--- config.mk ---
export PLATFORM = sky130hd
export DESIGN_NAME = rc_dbus_frame_decoder
export DESIGN_NICKNAME = d
export VERILOG_FILES = /design/src/rtl/rcdbus_pkg.sv /design/src/rtl/rc_dbus_frame_decoder.sv /design/src/rtl/rcdbus_ctrl.sv /design/src/rtl/rcdbus_datapath.sv
export SDC_FILE = /design/constraint.sdc
export NUM_CORES = 1
export LEC_CHECK = 0
export BUFFER_PORTS_ARGS = -buffer_cell sky130_fd_sc_hd__clkbuf_2
export CAP_MARGIN = 20
export CORE_UTILIZATION = 46
export CTS_CLUSTER_DIAMETER = 120
export DETAILED_ROUTE_END_ITERATION = 8
export HOLD_SLACK_MARGIN = 0.1
export PLACE_DENSITY_LB_ADDON = 0.25
export SYNTH_ARGS = -nofsm -noshare
export SYNTH_HDL_FRONTEND = slang
export SYNTH_SLANG_ARGS = --single-unit
--- constraint.sdc ---
create_clock -name aclk -period 11 [get_ports aclk]
set_input_delay 1.1 -clock aclk [delete_from_list [all_inputs] [get_ports aclk]]
set_output_delay 1.1 -clock aclk [all_outputs]
set_load 0.005 [all_outputs]
--- src/rtl/rcdbus_pkg.sv ---
`timescale 1ns / 1ps

package rcdbus_pkg;

    localparam int FRAME_LEN    = 17;
    localparam int KEPT_BYTES   = 6;
    localparam int NUM_CHANNELS = 6;
    localparam int NUM_STICKS   = 4;

    localparam int IDX_W      = 5;
    localparam int BSEL_W     = 3;
    localparam int CHAN_W     = 3;
    localparam int STEP_W     = 4;
    localparam int BYTE_W     = 8;
    localparam int TIME_W     = 32;
    localparam int GAP_W      = 8;
    localparam int STICK_W    = 11;
    localparam int SWITCH_W   = 2;
    localparam int MASK_W     = 6;
    localparam int CH_W       = 11;
    localparam int QUOT_W     = 10;
    localparam int PROD_W     = 21;
    localparam int CFG_IDX_W  = 3;
    localparam int CFG_DATA_W = 11;
    localparam int IN_DATA_W  = 40;
    localparam int OUT_DATA_W = 112;

    localparam logic [CH_W-1:0]     SCALE_FULL = 11'd1000;
    localparam logic [STEP_W-1:0]   STEP_LAST  = 4'(QUOT_W - 1);
    localparam logic [CHAN_W-1:0]   CHAN_LAST  = 3'(NUM_CHANNELS - 1);

    localparam logic [STICK_W-1:0]  RST_STICK_MIN  = 11'd364;
    localparam logic [STICK_W-1:0]  RST_STICK_MAX  = 11'd1684;
    localparam logic [SWITCH_W-1:0] RST_SWITCH_MIN = 2'd1;
    localparam logic [SWITCH_W-1:0] RST_SWITCH_MAX = 2'd3;
    localparam logic [MASK_W-1:0]   RST_INVERT     = 6'd2;
    localparam logic [GAP_W-1:0]    RST_GAP_LIMIT  = 8'd7;

    typedef enum logic [CFG_IDX_W-1:0] {
        CFG_STICK_MIN  = 3'd0,
        CFG_STICK_MAX  = 3'd1,
        CFG_SWITCH_MIN = 3'd2,
        CFG_SWITCH_MAX = 3'd3,
        CFG_INVERT     = 3'd4,
        CFG_GAP_LIMIT  = 3'd5
    } cfg_reg_t;

    typedef enum logic [4:0] {
        ST_IDLE  = 5'b00001,
        ST_LOAD  = 5'b00010,
        ST_DIV   = 5'b00100,
        ST_STORE = 5'b01000,
        ST_OUT   = 5'b10000
    } ctrl_state_t;

    typedef struct packed {
        logic accept;
        logic chan_load;
        logic div_step;
        logic chan_store;
        logic out_load;
    } ctrl_cmd_t;

    typedef struct packed {
        logic out_free;
        logic frame_end;
        logic step_last;
        logic chan_last;
    } ctrl_status_t;

endpackage

--- src/rtl/rc_dbus_frame_decoder.sv ---
`timescale 1ns / 1ps

// Remote-control serial frame decoder. Each request on the s_ side is one received
// byte with its millisecond timestamp, and each one gives exactly one result on the
// m_ side. A gap above gap_limit_ms restarts the frame; the byte that completes a
// frame sets m_tuser and carries six freshly scaled channels (0..1000, negated per
// invert_mask), the frame count and the gap before that byte; other bytes repeat the
// last channels with a zero gap. A byte that does not end a frame loads its result
// on acceptance. On a frame-ending byte, each channel passes through one shared
// restoring divider (a load step, ten quotient steps, a store step), then the result
// is placed once the output register is free; no byte is taken meanwhile. A waiting
// result blocks no byte if the output register is free or drained in the same cycle.
module rc_dbus_frame_decoder (
    input  logic                                  aclk,
    input  logic                                  aresetn,
    input  logic                                  s_tvalid,
    output logic                                  s_tready,
    // rx_byte[7:0], now_ms[39:8]
    input  logic [rcdbus_pkg::IN_DATA_W-1:0]      s_tdata,
    output logic                                  m_tvalid,
    input  logic                                  m_tready,
    // stick_a[10:0], stick_b[21:11], stick_c[32:22], stick_d[43:33],
    // switch_left[54:44], switch_right[65:55], frames_seen[97:66],
    // sync_gap_ms[105:98], zero fill[111:106]
    output logic [rcdbus_pkg::OUT_DATA_W-1:0]     m_tdata,
    // frame_done[0]
    output logic                                  m_tuser,
    input  logic                                  cfg_wr_en,
    input  logic [rcdbus_pkg::CFG_IDX_W-1:0]      cfg_index,
    input  logic [rcdbus_pkg::CFG_DATA_W-1:0]     cfg_wdata
);
    import rcdbus_pkg::*;

    ctrl_cmd_t    cmd;
    ctrl_status_t status;

    rcdbus_ctrl u_ctrl (
        .aclk     (aclk),
        .aresetn  (aresetn),
        .s_tvalid (s_tvalid),
        .s_tready (s_tready),
        .status   (status),
        .cmd      (cmd)
    );

    rcdbus_datapath u_datapath (
        .aclk      (aclk),
        .aresetn   (aresetn),
        .s_tdata   (s_tdata),
        .m_tready  (m_tready),
        .m_tvalid  (m_tvalid),
        .m_tdata   (m_tdata),
        .m_tuser   (m_tuser),
        .cfg_wr_en (cfg_wr_en),
        .cfg_index (cfg_index),
        .cfg_wdata (cfg_wdata),
        .cmd       (cmd),
        .status    (status)
    );

endmodule

--- src/rtl/rcdbus_ctrl.sv ---
`timescale 1ns / 1ps

module rcdbus_ctrl (
    input  logic                    aclk,
    input  logic                    aresetn,
    input  logic                    s_tvalid,
    output logic                    s_tready,
    input  rcdbus_pkg::ctrl_status_t status,
    output rcdbus_pkg::ctrl_cmd_t    cmd
);
    import rcdbus_pkg::*;

    ctrl_state_t state_reg, state_next;

    always_ff @(posedge aclk) begin
        if (!aresetn) begin
            state_reg <= ST_IDLE;
        end else begin
            state_reg <= state_next;
        end
    end

    always_comb begin
        state_next     = state_reg;
        cmd            = '0;
        s_tready       = 1'b0;
        case (state_reg)
            ST_IDLE: begin
                s_tready   = status.out_free;
                cmd.accept = s_tvalid && status.out_free;
                if (cmd.accept && status.frame_end) begin
                    state_next = ST_LOAD;
                end
            end
            ST_LOAD: begin
                cmd.chan_load = 1'b1;
                state_next    = ST_DIV;
            end
            ST_DIV: begin
                cmd.div_step = 1'b1;
                if (status.step_last) begin
                    state_next = ST_STORE;
                end
            end
            ST_STORE: begin
                cmd.chan_store = 1'b1;
                state_next     = status.chan_last ? ST_OUT : ST_LOAD;
            end
            ST_OUT: begin
                if (status.out_free) begin
                    cmd.out_load = 1'b1;
                    state_next   = ST_IDLE;
                end
            end
            default: begin
                state_next = ST_IDLE;
            end
        endcase
    end

endmodule

--- src/rtl/rcdbus_datapath.sv ---
`timescale 1ns / 1ps

module rcdbus_datapath (
    input  logic                                  aclk,
    input  logic                                  aresetn,
    input  logic [rcdbus_pkg::IN_DATA_W-1:0]      s_tdata,
    input  logic                                  m_tready,
    output logic                                  m_tvalid,
    output logic [rcdbus_pkg::OUT_DATA_W-1:0]     m_tdata,
    output logic                                  m_tuser,
    input  logic                                  cfg_wr_en,
    input  logic [rcdbus_pkg::CFG_IDX_W-1:0]      cfg_index,
    input  logic [rcdbus_pkg::CFG_DATA_W-1:0]     cfg_wdata,
    input  rcdbus_pkg::ctrl_cmd_t                 cmd,
    output rcdbus_pkg::ctrl_status_t              status
);
    import rcdbus_pkg::*;

    // configuration
    logic [STICK_W-1:0]  stick_min_reg, stick_max_reg;
    logic [SWITCH_W-1:0] switch_min_reg, switch_max_reg;
    logic [MASK_W-1:0]   invert_reg;
    logic [GAP_W-1:0]    gap_limit_reg;

    always_ff @(posedge aclk) begin
        if (!aresetn) begin
            stick_min_reg  <= RST_STICK_MIN;
            stick_max_reg  <= RST_STICK_MAX;
            switch_min_reg <= RST_SWITCH_MIN;
            switch_max_reg <= RST_SWITCH_MAX;
            invert_reg     <= RST_INVERT;
            gap_limit_reg  <= RST_GAP_LIMIT;
        end else if (cfg_wr_en) begin
            case (cfg_index)
                CFG_STICK_MIN:  stick_min_reg  <= cfg_wdata;
                CFG_STICK_MAX:  stick_max_reg  <= cfg_wdata;
                CFG_SWITCH_MIN: switch_min_reg <= cfg_wdata[SWITCH_W-1:0];
                CFG_SWITCH_MAX: switch_max_reg <= cfg_wdata[SWITCH_W-1:0];
                CFG_INVERT:     invert_reg     <= cfg_wdata[MASK_W-1:0];
                CFG_GAP_LIMIT:  gap_limit_reg  <= cfg_wdata[GAP_W-1:0];
                default: begin
                end
            endcase
        end
    end

    // byte framing
    logic [BYTE_W-1:0] byte_in;
    logic [TIME_W-1:0] now_in, gap;
    logic [IDX_W-1:0]  idx_reg, idx_eff, idx_inc;
    logic [TIME_W-1:0] last_time_reg;
    logic [TIME_W-1:0] frames_reg;
    logic [GAP_W-1:0]  sync_reg;
    logic [BYTE_W-1:0] frame_bytes_reg [KEPT_BYTES];
    logic              frame_end;

    assign byte_in   = s_tdata[BYTE_W-1:0];
    assign now_in    = s_tdata[BYTE_W +: TIME_W];
    assign gap       = now_in - last_time_reg;
    assign idx_eff   = (gap > TIME_W'(gap_limit_reg)) ? '0 : idx_reg;
    assign idx_inc   = idx_eff + 5'd1;
    assign frame_end = (idx_inc == IDX_W'(FRAME_LEN));

    always_ff @(posedge aclk) begin
        if (!aresetn) begin
            idx_reg       <= '0;
            last_time_reg <= '0;
            frames_reg    <= '0;
        end else if (cmd.accept) begin
            idx_reg       <= frame_end ? '0 : idx_inc;
            last_time_reg <= now_in;
            if (frame_end) begin
                frames_reg <= frames_reg + 32'd1;
            end
        end
    end

    always_ff @(posedge aclk) begin
        if (cmd.accept) begin
            if (idx_eff < IDX_W'(KEPT_BYTES)) begin
                frame_bytes_reg[idx_eff[BSEL_W-1:0]] <= byte_in;
            end
            sync_reg <= gap[GAP_W-1:0];
        end
    end

    // channel unpack and scaling, one channel at a time through a shared divider
    logic [CHAN_W-1:0]  chan_reg;
    logic [STEP_W-1:0]  step_reg;
    logic [CH_W-1:0]    raw, lo, hi, diff, span;
    logic [PROD_W-1:0]  prod;
    logic [CH_W-1:0]    den_reg, rem_reg, rem_sub;
    logic [QUOT_W-1:0]  low_reg;
    logic [CH_W:0]      trial;
    logic               trial_ge;
    logic               zero_reg, full_reg;
    logic [CH_W-1:0]    quot, scaled;
    logic [CH_W-1:0]    held_reg [NUM_CHANNELS];

    always_comb begin
        case (chan_reg)
            3'd0: raw = {frame_bytes_reg[1][2:0], frame_bytes_reg[0]};
            3'd1: raw = {frame_bytes_reg[2][5:0], frame_bytes_reg[1][7:3]};
            3'd2: raw = {frame_bytes_reg[5][3:0], frame_bytes_reg[4][7:1]};
            3'd3: raw = {frame_bytes_reg[4][0], frame_bytes_reg[3], frame_bytes_reg[2][7:6]};
            3'd4: raw = {9'd0, frame_bytes_reg[5][7:6]};
            3'd5: raw = {9'd0, frame_bytes_reg[5][5:4]};
            default: raw = '0;
        endcase
    end

    assign lo   = (chan_reg < CHAN_W'(NUM_STICKS)) ? stick_min_reg : CH_W'(switch_min_reg);
    assign hi   = (chan_reg < CHAN_W'(NUM_STICKS)) ? stick_max_reg : CH_W'(switch_max_reg);
    assign diff = raw - lo;
    assign span = hi - lo;
    // quotient below 1000 when raw < hi, so product < span * 2^10
    assign prod = PROD_W'(diff) * PROD_W'(SCALE_FULL);

    assign trial    = {rem_reg, low_reg[QUOT_W-1]};
    assign trial_ge = (trial >= {1'b0, den_reg});
    assign rem_sub  = CH_W'(trial - {1'b0, den_reg});

    assign quot   = zero_reg ? '0 : (full_reg ? SCALE_FULL : CH_W'(low_reg));
    assign scaled = invert_reg[chan_reg] ? CH_W'(~quot + 11'd1) : quot;

    always_ff @(posedge aclk) begin
        if (cmd.chan_load) begin
            den_reg  <= span;
            rem_reg  <= prod[PROD_W-1:QUOT_W];
            low_reg  <= prod[QUOT_W-1:0];
            zero_reg <= (hi <= lo) || (raw <= lo);
            full_reg <= (raw >= hi);
        end else if (cmd.div_step) begin
            rem_reg <= trial_ge ? rem_sub : trial[CH_W-1:0];
            low_reg <= {low_reg[QUOT_W-2:0], trial_ge};
        end
    end

    always_ff @(posedge aclk) begin
        if (!aresetn) begin
            chan_reg <= '0;
            step_reg <= '0;
            for (int i = 0; i < NUM_CHANNELS; i++) begin
                held_reg[i] <= '0;
            end
        end else begin
            if (cmd.chan_load) begin
                step_reg <= '0;
            end else if (cmd.div_step) begin
                step_reg <= step_reg + 4'd1;
            end
            if (cmd.chan_store) begin
                held_reg[chan_reg] <= scaled;
                chan_reg <= (chan_reg == CHAN_LAST) ? '0 : chan_reg + 3'd1;
            end
        end
    end

    // output register
    logic                  m_tvalid_reg;
    logic                  done_reg;
    logic [OUT_DATA_W-1:0] m_data_reg;
    logic [GAP_W-1:0]      out_sync;
    logic                  load_out;

    assign load_out = (cmd.accept && !frame_end) || cmd.out_load;
    assign out_sync = cmd.out_load ? sync_reg : '0;

    always_ff @(posedge aclk) begin
        if (!aresetn) begin
            m_tvalid_reg <= 1'b0;
        end else if (load_out) begin
            m_tvalid_reg <= 1'b1;
        end else if (m_tready) begin
            m_tvalid_reg <= 1'b0;
        end
    end

    always_ff @(posedge aclk) begin
        if (load_out) begin
            done_reg   <= cmd.out_load;
            m_data_reg <= {6'd0, out_sync, frames_reg,
                           held_reg[5], held_reg[4], held_reg[3],
                           held_reg[2], held_reg[1], held_reg[0]};
        end
    end

    assign m_tvalid = m_tvalid_reg;
    assign m_tdata  = m_data_reg;
    assign m_tuser  = done_reg;

    assign status.out_free  = !m_tvalid_reg || m_tready;
    assign status.frame_end = frame_end;
    assign status.step_last = (step_reg == STEP_LAST);
    assign status.chan_last = (chan_reg == CHAN_LAST);

endmodule

==> impl_metrics.env, run 1 <==
export IMPL_grt_max_degree=78
export IMPL_pin_count=174
export IMPL_wl_met3_um=2360
export IMPL_met2_length_um=23600
export IMPL_groute_usage_overall_pct=21.1
export IMPL_rsz0062_at_grt="no"
export IMPL_worst_slew_pin_slew_ns=1.11
export IMPL_drc=0
export IMPL_nFillCells=3980
export IMPL_core_area_mm2=0.0445
export IMPL_post_cts_resized=0
export IMPL_worstPathMaxFanout=23
export IMPL_clk_pin_slew_ns=0.07
export IMPL_synth_xor_xnor_area_share_pct=2.38
export IMPL_vdd_drop_max_uv=172
export IMPL_clock_latency_ns=0.58
export IMPL_hold_path_class="flop to flop"
export IMPL_ys_async_sr_fraction_pct=0
export IMPL_power_density_mw_per_mm2=195
export IMPL_ys_ff_latch=385
export IMPL_tritoncts="done"
export IMPL_start_util_pct=47.0
export IMPL_yosys_area_share_simple_pct=16.6
export IMPL_timing_critical_path_slowest_stage_cell="dfxtp_1"
export IMPL_post_cts_buffers=0
export IMPL_wirelength_um=49100
export IMPL_cts_buffer_depth=3
export IMPL_leakagePower_nw=9.54
export IMPL_wl_per_cell_um=17.4
export IMPL_relSlewSlack_pct=26.3
export IMPL_max_cap_violations=0
export IMPL_regArea_mm2=0.0103
export IMPL_die_y_um=215
export IMPL_rows=77
export IMPL_multiInputGateArea_mm2=0.00954
export IMPL_finalHoldViolCount=0
export IMPL_highest_signal_layer="met5"
export IMPL_pre_cts_ws_ns=2.40
export IMPL_maxSlewViolCount=0
export IMPL_ys_types=90
export IMPL_min_period_over_period_pct=78.9
export IMPL_clockRootBuffer="clkbuf_16"
export IMPL_htree_levels=2
export IMPL_crit_path_end_kind="flop"
export IMPL_synth_ff_type="edfxtp_1"
export IMPL_setup_viol=0
export IMPL_ys_seq_area_share_pct=49.2
export IMPL_n_antenna_cell=0
export IMPL_nets=2425
export IMPL_critPathKind="flop to flop"
export IMPL_slowest_delay_ns=0.90
export IMPL_overflow=0
export IMPL_synth_top_family_by_area="simple AND/OR/NAND/NOR gates"
export IMPL_synth_edf_count=260
export IMPL_netlist_area_mm2=0.0209
export IMPL_place_gp_congestion=0.907
export IMPL_min_period_ns=8.68
export IMPL_start_kind="flop"
export IMPL_synthAdderAreaFrac_pct=10.7
export IMPL_met1_length_um=21500
export IMPL_fin_setup_tns_ns=0
export IMPL_synth_compound_area_share_pct=13.2
export IMPL_portBuffers=167
export IMPL_grt_pass1_vias=15100
export IMPL_worst_slack_ns=2.32
export IMPL_fmax_mhz=115
export IMPL_first_iter_violations=1065
export IMPL_outcome="finished clean"
export IMPL_clock_sinks=385
export IMPL_routed_via_count=15600
export IMPL_cts_inserted_buffers=41
export IMPL_first_pass_iters=6
export IMPL_postCtsHoldBufs=0
export IMPL_synthMuxAreaShare_pct=2.55
export IMPL_die_x_um=215
export IMPL_antenna_found_initial=2
export IMPL_design_die_area_mm2=0.0464
export IMPL_crit_top_cell="inv_1"
export IMPL_viasPerCell=5.51
export IMPL_cp_arrival_ns=9.00
export IMPL_syn_area_per_cell_um2=10.1
export IMPL_skew_ns=0.0416
export IMPL_yosysWarnings=0
export IMPL_largest_register_ffs=66
export IMPL_place_hpwl_um=36300
export IMPL_grt_first_pass_wirelength_um=79100
export IMPL_syn_inst=2069
export IMPL_ant_nets=0
export IMPL_area_delta_synth_final_pct=13.1
export IMPL_layout_drive_gt1_share_pct=12.8
export IMPL_crit_required_ns=11.31
[cell families (layout without fill, tap and decap cells)]
logic type | after synthesis | after routing
buffers and inverters | 262 | 423
other | 1 | 6
adder cells (fa/ha/maj) | 162 | 162
flip-flops | 385 | 385
AND/OR/NAND/NOR | 730 | 730
AO/OA/AOI/OAI | 421 | 421
multiplexers | 51 | 51
XOR/XNOR | 57 | 57
[through the flow]
stage               util (%)  area (um2)  cells  hold slack (ns)  total power [mW]
detailed placement      49.7       22100   2750            0.405              3.13
floorplan                  -       21000   2074            0.400              2.84
CTS                     53.1       23700   2824            0.418              4.67
global route            53.2       23700   2827            0.424              4.94
global placement        49.7       22100   2750            0.403              3.11
finish                  53.2       23700   2827            0.413              4.62
[final timing paths]
path,start,endpoint,slack [ns],cells after the start
worst max-delay path,u_datapath.chan_reg[2],u_datapath.rem_reg[10],2.32,28
worst min-delay path,u_datapath.held_reg[3][0],m_tdata[33],0.41,0
worst min register to register,u_datapath.held_reg[3][0],m_tdata[33],0.41,0
worst max register to register,u_datapath.chan_reg[2],u_datapath.rem_reg[10],2.32,28
[per-layer routing]
metal  GRT usage (%)  vias to the layer above
met5               0                        -
met4            8.09                        4
met3            2.97                       98
met2            35.9                      437
met1            27.2                     7339
li1                -                     7701
[cell type report]
class | instances | area share [%]
timing repair buffer | 180 | 3.97
clock buffer | 51 | 4.75
tap | 592 | 3.13
inverter | 169 | 2.68
multi-input combinational | 1427 | 40.3
clock inverter | 23 | 1.64
sequential | 385 | 43.5
[Yosys cell counts (11+ instances only)]
cell / number / area share [%]
and3_1: 27 / 0.81
o31ai_1: 12 / 0.43
nor2_1: 160 / 2.9
o21ai_0: 56 / 1.3
inv_1: 167 / 3.0
a222oi_1: 18 / 0.86
nand2_1: 265 / 4.8
o22ai_1: 17 / 0.51
a31oi_1: 12 / 0.36
fa_1: 29 / 2.8
xnor2_1: 38 / 1.6
nor2b_1: 19 / 0.57
nand4_1: 32 / 0.96
o21a_1: 16 / 0.57
a21o_1: 21 / 0.75
edfxtp_1: 260 / 37
nand3_1: 54 / 1.3
or4_1: 13 / 0.47
and2_1: 20 / 0.60
clkbuf_1: 69 / 1.2
nor4_1: 14 / 0.42
dfxtp_1: 125 / 12
xor2_1: 19 / 0.79
nor3_1: 37 / 0.88
ha_1: 133 / 7.9
nand2b_1: 39 / 1.2
o211ai_1: 14 / 0.50
a211oi_1: 11 / 0.39
a21oi_1: 148 / 3.5
mux2i_1: 45 / 2.2
[power breakdown]
group | internal [mW] | leakage (nW) | switching, mW | total, mW
registers | 1.60 | 3.50 | 0.0195 | 1.62
clock network | 0.944 | 0.734 | 0.578 | 1.52
logic | 0.655 | 5.31 | 0.829 | 1.48
total | 3.20 | 9.54 | 1.43 | 4.62
[worst max-delay path, delay by kind of cell (launching register included)]
kind | cells | cell delay [ns]
AOI/OAI and AO/OA | 12 | 2.75
xor gates and xnor gates | 2 | 0.40
adders and majority gates | 6 | 2.90
buffers and inverters | 6 | 0.87
DFF | 1 | 0.90
and+or+nand+nor | 2 | 0.61
[cells in the final DEF (no fill, tap or decap), types with 10 or more instances in the layout]
| cell type | synthesis | final |
|---|---|---|
| a222oi_1 | 18 | 18 |
| and4_1 | 10 | 10 |
| nand4_1 | 32 | 32 |
| ha_1 | 133 | 133 |
| and3_1 | 27 | 27 |
| clkbuf_2 | 0 | 167 |
| nor2_1 | 160 | 160 |
| and2_1 | 20 | 20 |
| o22ai_1 | 17 | 17 |
| a211oi_1 | 11 | 11 |
| nor2b_1 | 19 | 19 |
| nand2_1 | 265 | 265 |
| inv_1 | 167 | 166 |
| a21o_1 | 21 | 21 |
| nor4_1 | 14 | 14 |
| a21boi_0 | 10 | 10 |
| o211ai_1 | 14 | 14 |
| xnor2_1 | 38 | 38 |
| o21ai_0 | 56 | 56 |
| a21oi_1 | 148 | 148 |
| xor2_1 | 19 | 19 |
| a31oi_1 | 12 | 12 |
| or4_1 | 13 | 13 |
| or3_1 | 10 | 10 |
| buf_4 | 6 | 11 |
| dfxtp_1 | 125 | 125 |
| nand2b_1 | 39 | 38 |
| edfxtp_1 | 260 | 260 |
| o21a_1 | 16 | 16 |
| mux2i_1 | 45 | 45 |
| fa_1 | 29 | 29 |
| clkbuf_16 | 0 | 42 |
| o31ai_1 | 12 | 12 |
| nand3_1 | 54 | 54 |
| nor3_1 | 37 | 36 |
Note: power is estimated with default switching activity, not from simulation.
==> run 2: changes to the inputs <==
Clock period 11 ns to 8.51 ns, I/O delays scaled along.
==> run 2 against run 1 <==
Against the previous run:
- via count increased by 0.79%
- largest cell class unchanged
- routed wire length is essentially flat
- final cell count rose by 0.39%
- non-clock buffer count rose by 9
- critical path type unchanged
- count of clock-buffer cells in the layout increased by 2
- combinational power grew 32%
- global-route usage decreased by 0.099 points
- critical endpoint unchanged
==> impl_metrics.env, run 2 (synthesis gave the netlist of run 1 again) <==
export IMPL_overflow=0
export IMPL_crit_top_cell="ha_1"
export IMPL_outcome="finished clean"
export IMPL_wl_per_cell_um=17.3
export IMPL_cts_inserted_buffers=41
export IMPL_layout_drive_gt1_share_pct=12.5
export IMPL_max_cap_violations=0
export IMPL_groute_usage_overall_pct=21.0
export IMPL_cts_buffer_depth=3
export IMPL_fin_setup_tns_ns=0
export IMPL_grt_pass1_vias=15000
export IMPL_clock_latency_ns=0.58
export IMPL_start_kind="flop"
export IMPL_timing_critical_path_buf_inv=2
export IMPL_timing_critical_path_slowest_stage_cell="a2111oi_0"
export IMPL_htree_levels=2
export IMPL_power_density_mw_per_mm2=244
export IMPL_dp_cells=2760
export IMPL_die_x_um=215
export IMPL_grt_max_degree=78
export IMPL_crit_family="adder cells"
export IMPL_first_iter_violations=1074
export IMPL_place_hpwl_um=36200
export IMPL_relSlewSlack_pct=30.6
export IMPL_cp_arrival_ns=7.94
export IMPL_setup_viol=0
export IMPL_post_cts_resized=0
export IMPL_clockRootBuffer="clkbuf_16"
export IMPL_core_area_mm2=0.0445
export IMPL_portBuffers=167
export IMPL_tritoncts="done"
export IMPL_maxSlewViolCount=0
export IMPL_worst_slew_pin_slew_ns=1.04
export IMPL_final_cell_mix="nand2_1 (265), edfxtp_1 (260), clkbuf_2 (167)"
export IMPL_worstPathMaxFanout=12
export IMPL_wirelength_um=49000
export IMPL_skew_ns=0.0345
export IMPL_start_util_pct=47.0
export IMPL_die_y_um=215
export IMPL_clock_sinks=385
export IMPL_pin_count=174
export IMPL_clk_pin_slew_ns=0.06
export IMPL_rows=77
export IMPL_min_period_over_period_pct=89.8
export IMPL_stdcell_count=2838
export IMPL_post_route_util_pct=52.8
export IMPL_viasPerCell=5.53
export IMPL_postCtsHoldBufs=0
export IMPL_ant_nets=0
export IMPL_first_pass_iters=7
export IMPL_critPathKind="flop to flop"
export IMPL_post_cts_buffers=0
export IMPL_slowest_delay_ns=0.67
export IMPL_finalHoldViolCount=0
export IMPL_antenna_found_initial=3
export IMPL_rsz0062_at_grt="no"
export IMPL_largest_register_ffs=66
export IMPL_fmax_mhz=131
export IMPL_leakagePower_nw=9.46
export IMPL_vdd_drop_max_uv=280
export IMPL_min_period_ns=7.64
export IMPL_layout_commonest_cell="nand2_1"
export IMPL_crit_required_ns=8.81
export IMPL_grt_first_pass_wirelength_um=78500
export IMPL_nets=2434
export IMPL_place_gp_congestion=0.921
export IMPL_drc=0
export IMPL_crit_path_end_kind="flop"
export IMPL_hold_path_class="flop to flop"
export IMPL_area_delta_synth_final_pct=12.2
export IMPL_routed_via_count=15700
export IMPL_design_die_area_mm2=0.0464
==> run 2: cell types whose count changed in the layout (fill, tap and decap cells not counted), sizes merged <==
cell,before,now
buf,13,22
clkinv,11,18
bufinv,9,1
clkbuf,218,220
diode,0,2
clkinvlp,2,1
==> run 2: report_power, final <==
part | internal [mW] | total [mW] | switching (mW)
registers | 2.06 | 2.09 | 0.0248
logic | 0.849 | 1.96 | 1.11
clock network | 0.942 | 1.67 | 0.730
total | 3.86 | 5.72 | 1.87
==> run 2: final timing paths <==
check	endpoint	start	cells past startpoint	slack (ns)
setup / recovery	u_datapath.rem_reg[10]	u_datapath.chan_reg[0]	25	0.87
hold / removal	m_tdata[9]	u_datapath.held_reg[0][9]	0	0.42
setup reg to reg	u_datapath.rem_reg[10]	u_datapath.chan_reg[0]	25	0.87
hold reg to reg	m_tdata[9]	u_datapath.held_reg[0][9]	0	0.42
==> run 2: worst register-to-register path, cell delays in order (launching register included) <==
cell and delay, ns:
dfxtp_1 0.55, and2_1 0.20, ha_1 0.44, a22oi_1 0.16, a32oi_1 0.41, ha_1 0.33
nor2b_1 0.13, o21ai_0 0.21, a21boi_0 0.14, nor2_1 0.47, ha_1 0.37, inv_1 0.08
fa_1 0.43, fa_1 0.51, fa_1 0.51, inv_1 0.05, ha_1 0.31, a21oi_1 0.24
o21bai_1 0.14, a2111oi_0 0.67, o31a_1 0.27, o21bai_1 0.09, a31o_2 0.25, a21oi_1 0.16
xnor2_1 0.14, o22ai_1 0.10
==> run 2: layout make-up <==
| type | count | area, um2 |
|---|---|---|
| tap | 592 | 741 |
| antenna | 2 | 5.00 |
| clock inverter | 21 | 153 |
| fill | 3948 | 21000 |
| timing repair buffer | 189 | 1020 |
| inverter | 169 | 634 |
| sequential | 385 | 10300 |
| clock buffer | 53 | 1090 |
| multi-input combinational | 1427 | 9540 |
==> run 2: layer usage <==
layer  part of all wire (%)  GRT usage, %  vias up
li1                       -             -     7714
met2                     48          36.0      463
met3                    5.1          3.50      105
met1                     44          27.0     7416
met5                  0.055             0        -
met4                    2.9          6.86        4
==> run 2: metrics by stage <==
stage	hold slack, ns	worst slack (ns)	cell area, um2	power (mW)
after floorplan	0.400	0.121	21000	3.67
after global placement	0.402	1.31	22200	4.04
after detailed placement	0.405	1.04	22200	4.07
after CTS	0.416	0.986	23500	5.77
after global routing	0.422	0.316	23500	6.12
final	0.417	0.868	23500	5.72
==> run 3: changes to the inputs <==
==> constraint.sdc (replaced) <==
create_clock -name aclk -period 8.51 [get_ports aclk]
set_input_delay 1.2765 -clock aclk [delete_from_list [all_inputs] [get_ports aclk]]
set_output_delay 1.2765 -clock aclk [all_outputs]
set_load 0.005 [all_outputs]
==> run 3 against run 2 <==
Against the previous run:
- sequential share of layout area shrank 0.20 points
- largest cell class unchanged
- routed wire length grew 1.4%
- non-clock buffer count grew 3
- critical path type unchanged
- highest routed layer unchanged
- first-iteration DRC count grew 1.4%
- critical endpoint unchanged
- clock skew shrank 0.0041 ns
- register-to-register slack lost 0.13 ns
==> impl_metrics.env, run 3 (synthesis gave the netlist of run 1 again) <==
export IMPL_outcome="finished clean"
export IMPL_largest_register_ffs=66
export IMPL_p_clk_share_pct=30.4
export IMPL_hold_path_class="flop to flop"
export IMPL_worstPathMaxFanout=12
export IMPL_overflow=0
export IMPL_place_gp_congestion=0.898
export IMPL_tritoncts="done"
export IMPL_skew_ns=0.0304
export IMPL_core_area_mm2=0.0445
export IMPL_post_cts_buffers=0
export IMPL_cts_inserted_buffers=41
export IMPL_drc=0
export IMPL_area_delta_synth_final_pct=12.7
export IMPL_layout_commonest_cell="nand2_1"
export IMPL_rsz0062_at_grt="no"
export IMPL_vdd_drop_max_uv=218
export IMPL_post_cts_resized=0
export IMPL_multiInputGateArea_mm2=0.00954
export IMPL_worst_slew_pin_slew_ns=0.927
export IMPL_internal_power_mw=3.95
export IMPL_critPathKind="flop to flop"
export IMPL_portBuffers=167
export IMPL_fin_setup_tns_ns=0
export IMPL_dp_cells=2763
export IMPL_die_y_um=215
export IMPL_groute_usage_overall_pct=21.3
export IMPL_p_sw_mw=1.85
export IMPL_first_iter_violations=1089
export IMPL_seqPwrFrac_pct=36.0
export IMPL_grt_max_degree=78
export IMPL_leakagePower_nw=9.51
export IMPL_comb_power_share_pct=33.6
export IMPL_power_density_mw_per_mm2=246
export IMPL_pin_count=174
export IMPL_design_die_area_mm2=0.0464
export IMPL_swShare_pct=31.9
export IMPL_place_hpwl_um=37000
export IMPL_crit_top_cell="inv_1"
export IMPL_clock_sinks=385
export IMPL_layout_drive_gt1_share_pct=12.8
export IMPL_min_period_over_period_pct=91.3
export IMPL_nets=2437
export IMPL_first_pass_iters=7
export IMPL_routed_via_count=15700
export IMPL_grt_pass1_vias=15200
export IMPL_clockRootBuffer="clkbuf_16"
export IMPL_fmax_mhz=129
export IMPL_min_period_ns=7.77
export IMPL_htree_levels=2
export IMPL_rows=77
export IMPL_regArea_mm2=0.0103
export IMPL_start_kind="flop"
export IMPL_slowest_delay_ns=0.67
export IMPL_start_util_pct=47.0
export IMPL_reg2reg_slack_ns=0.74
export IMPL_ant_nets=0
export IMPL_crit_required_ns=8.84
export IMPL_finalHoldViolCount=0
export IMPL_crit_path_end_kind="flop"
export IMPL_grt_first_pass_wirelength_um=79200
export IMPL_timing_critical_path_slowest_stage_cell="a2111oi_0"
export IMPL_viasPerCell=5.54
export IMPL_cp_arrival_ns=8.09
export IMPL_max_cap_violations=0
export IMPL_relSlewSlack_pct=38.2
export IMPL_setup_viol=0
export IMPL_postCtsHoldBufs=0
export IMPL_clk_pin_slew_ns=0.06
export IMPL_wl_per_cell_um=17.5
export IMPL_maxSlewViolCount=0
export IMPL_wirelength_um=49700
export IMPL_die_x_um=215
export IMPL_nFillCells=3994
export IMPL_clock_latency_ns=0.58
export IMPL_stdcell_count=2843
export IMPL_cts_buffer_depth=3
export IMPL_antenna_found_initial=5
export IMPL_final_cell_mix="nand2_1 (265), edfxtp_1 (260), clkbuf_2 (167)"
[run 3: cell types whose count changed in the layout (fill, tap and decap cells not counted), sizes merged]
cell      delta
clkinv       -5
clkinvlp     +1
diode        +2
clkbuf       +3
bufinv       +2
inv          -1
buf          +3
[run 3: per-layer routing]
layer,GRT usage [%],up-vias,share of wire [%]
met5,0,-,0.026
met4,9.24,2,3.8
met3,4.05,123,5.4
met2,35.3,460,48
met1,27.2,7449,43
li1,-,7714,-
[run 3: critical path, delay by kind of cell, from the launching register on]
family / cells / cell delay, ns
xor+xnor: 2 / 0.34
fa+ha+maj: 6 / 2.63
simple gates: 3 / 0.45
buf+inv: 6 / 0.46
flops: 1 / 0.61
compound gates: 13 / 3.03
[run 3: layout make-up]
class,count,share of cell area [%]
antenna,4,0.0424
inverter,169,2.69
tap,592,3.14
clock inverter,18,0.795
clock buffer,56,4.82
sequential,385,43.7
multi-input combinational,1427,40.4
timing repair buffer,192,4.40
[run 3: path summary, 6_finish.rpt]
| kind | from | end | cells past startpoint |
|---|---|---|---|
| worst max-delay path | u_datapath.chan_reg[0] | u_datapath.rem_reg[10] | 30 |
| worst max register to register | u_datapath.chan_reg[0] | u_datapath.rem_reg[10] | 30 |
| worst min register to register | u_datapath.held_reg[5][3] | u_datapath.m_tdata[58] | 0 |
| worst min-delay path | u_datapath.held_reg[5][3] | u_datapath.m_tdata[58] | 0 |
[run 3: power by group through the flow]
stage	Clock, mW	Combinational (mW)	Sequential (mW)
4_1_cts	1.80	1.96	2.09
3_3_place_gp	0	1.90	2.13
2_1_floorplan	0	1.55	2.12
3_5_place_dp	0	1.94	2.13
6_report	1.76	1.95	2.09
5_1_grt	1.87	2.20	2.09
[run 3: metrics by stage]
step	instance area [um2]	hold WS [ns]	utilization (%)	power, mW	worst slack [ns]
after floorplan	21000	0.400	-	3.67	0.778
after global placement	22200	0.408	50.0	4.03	0.967
after detailed placement	22200	0.405	50.0	4.07	0.746
after CTS	23600	0.412	53.0	5.85	0.833
after global routing	23600	0.422	53.0	6.17	0.286
final	23600	0.411	53.0	5.80	0.743
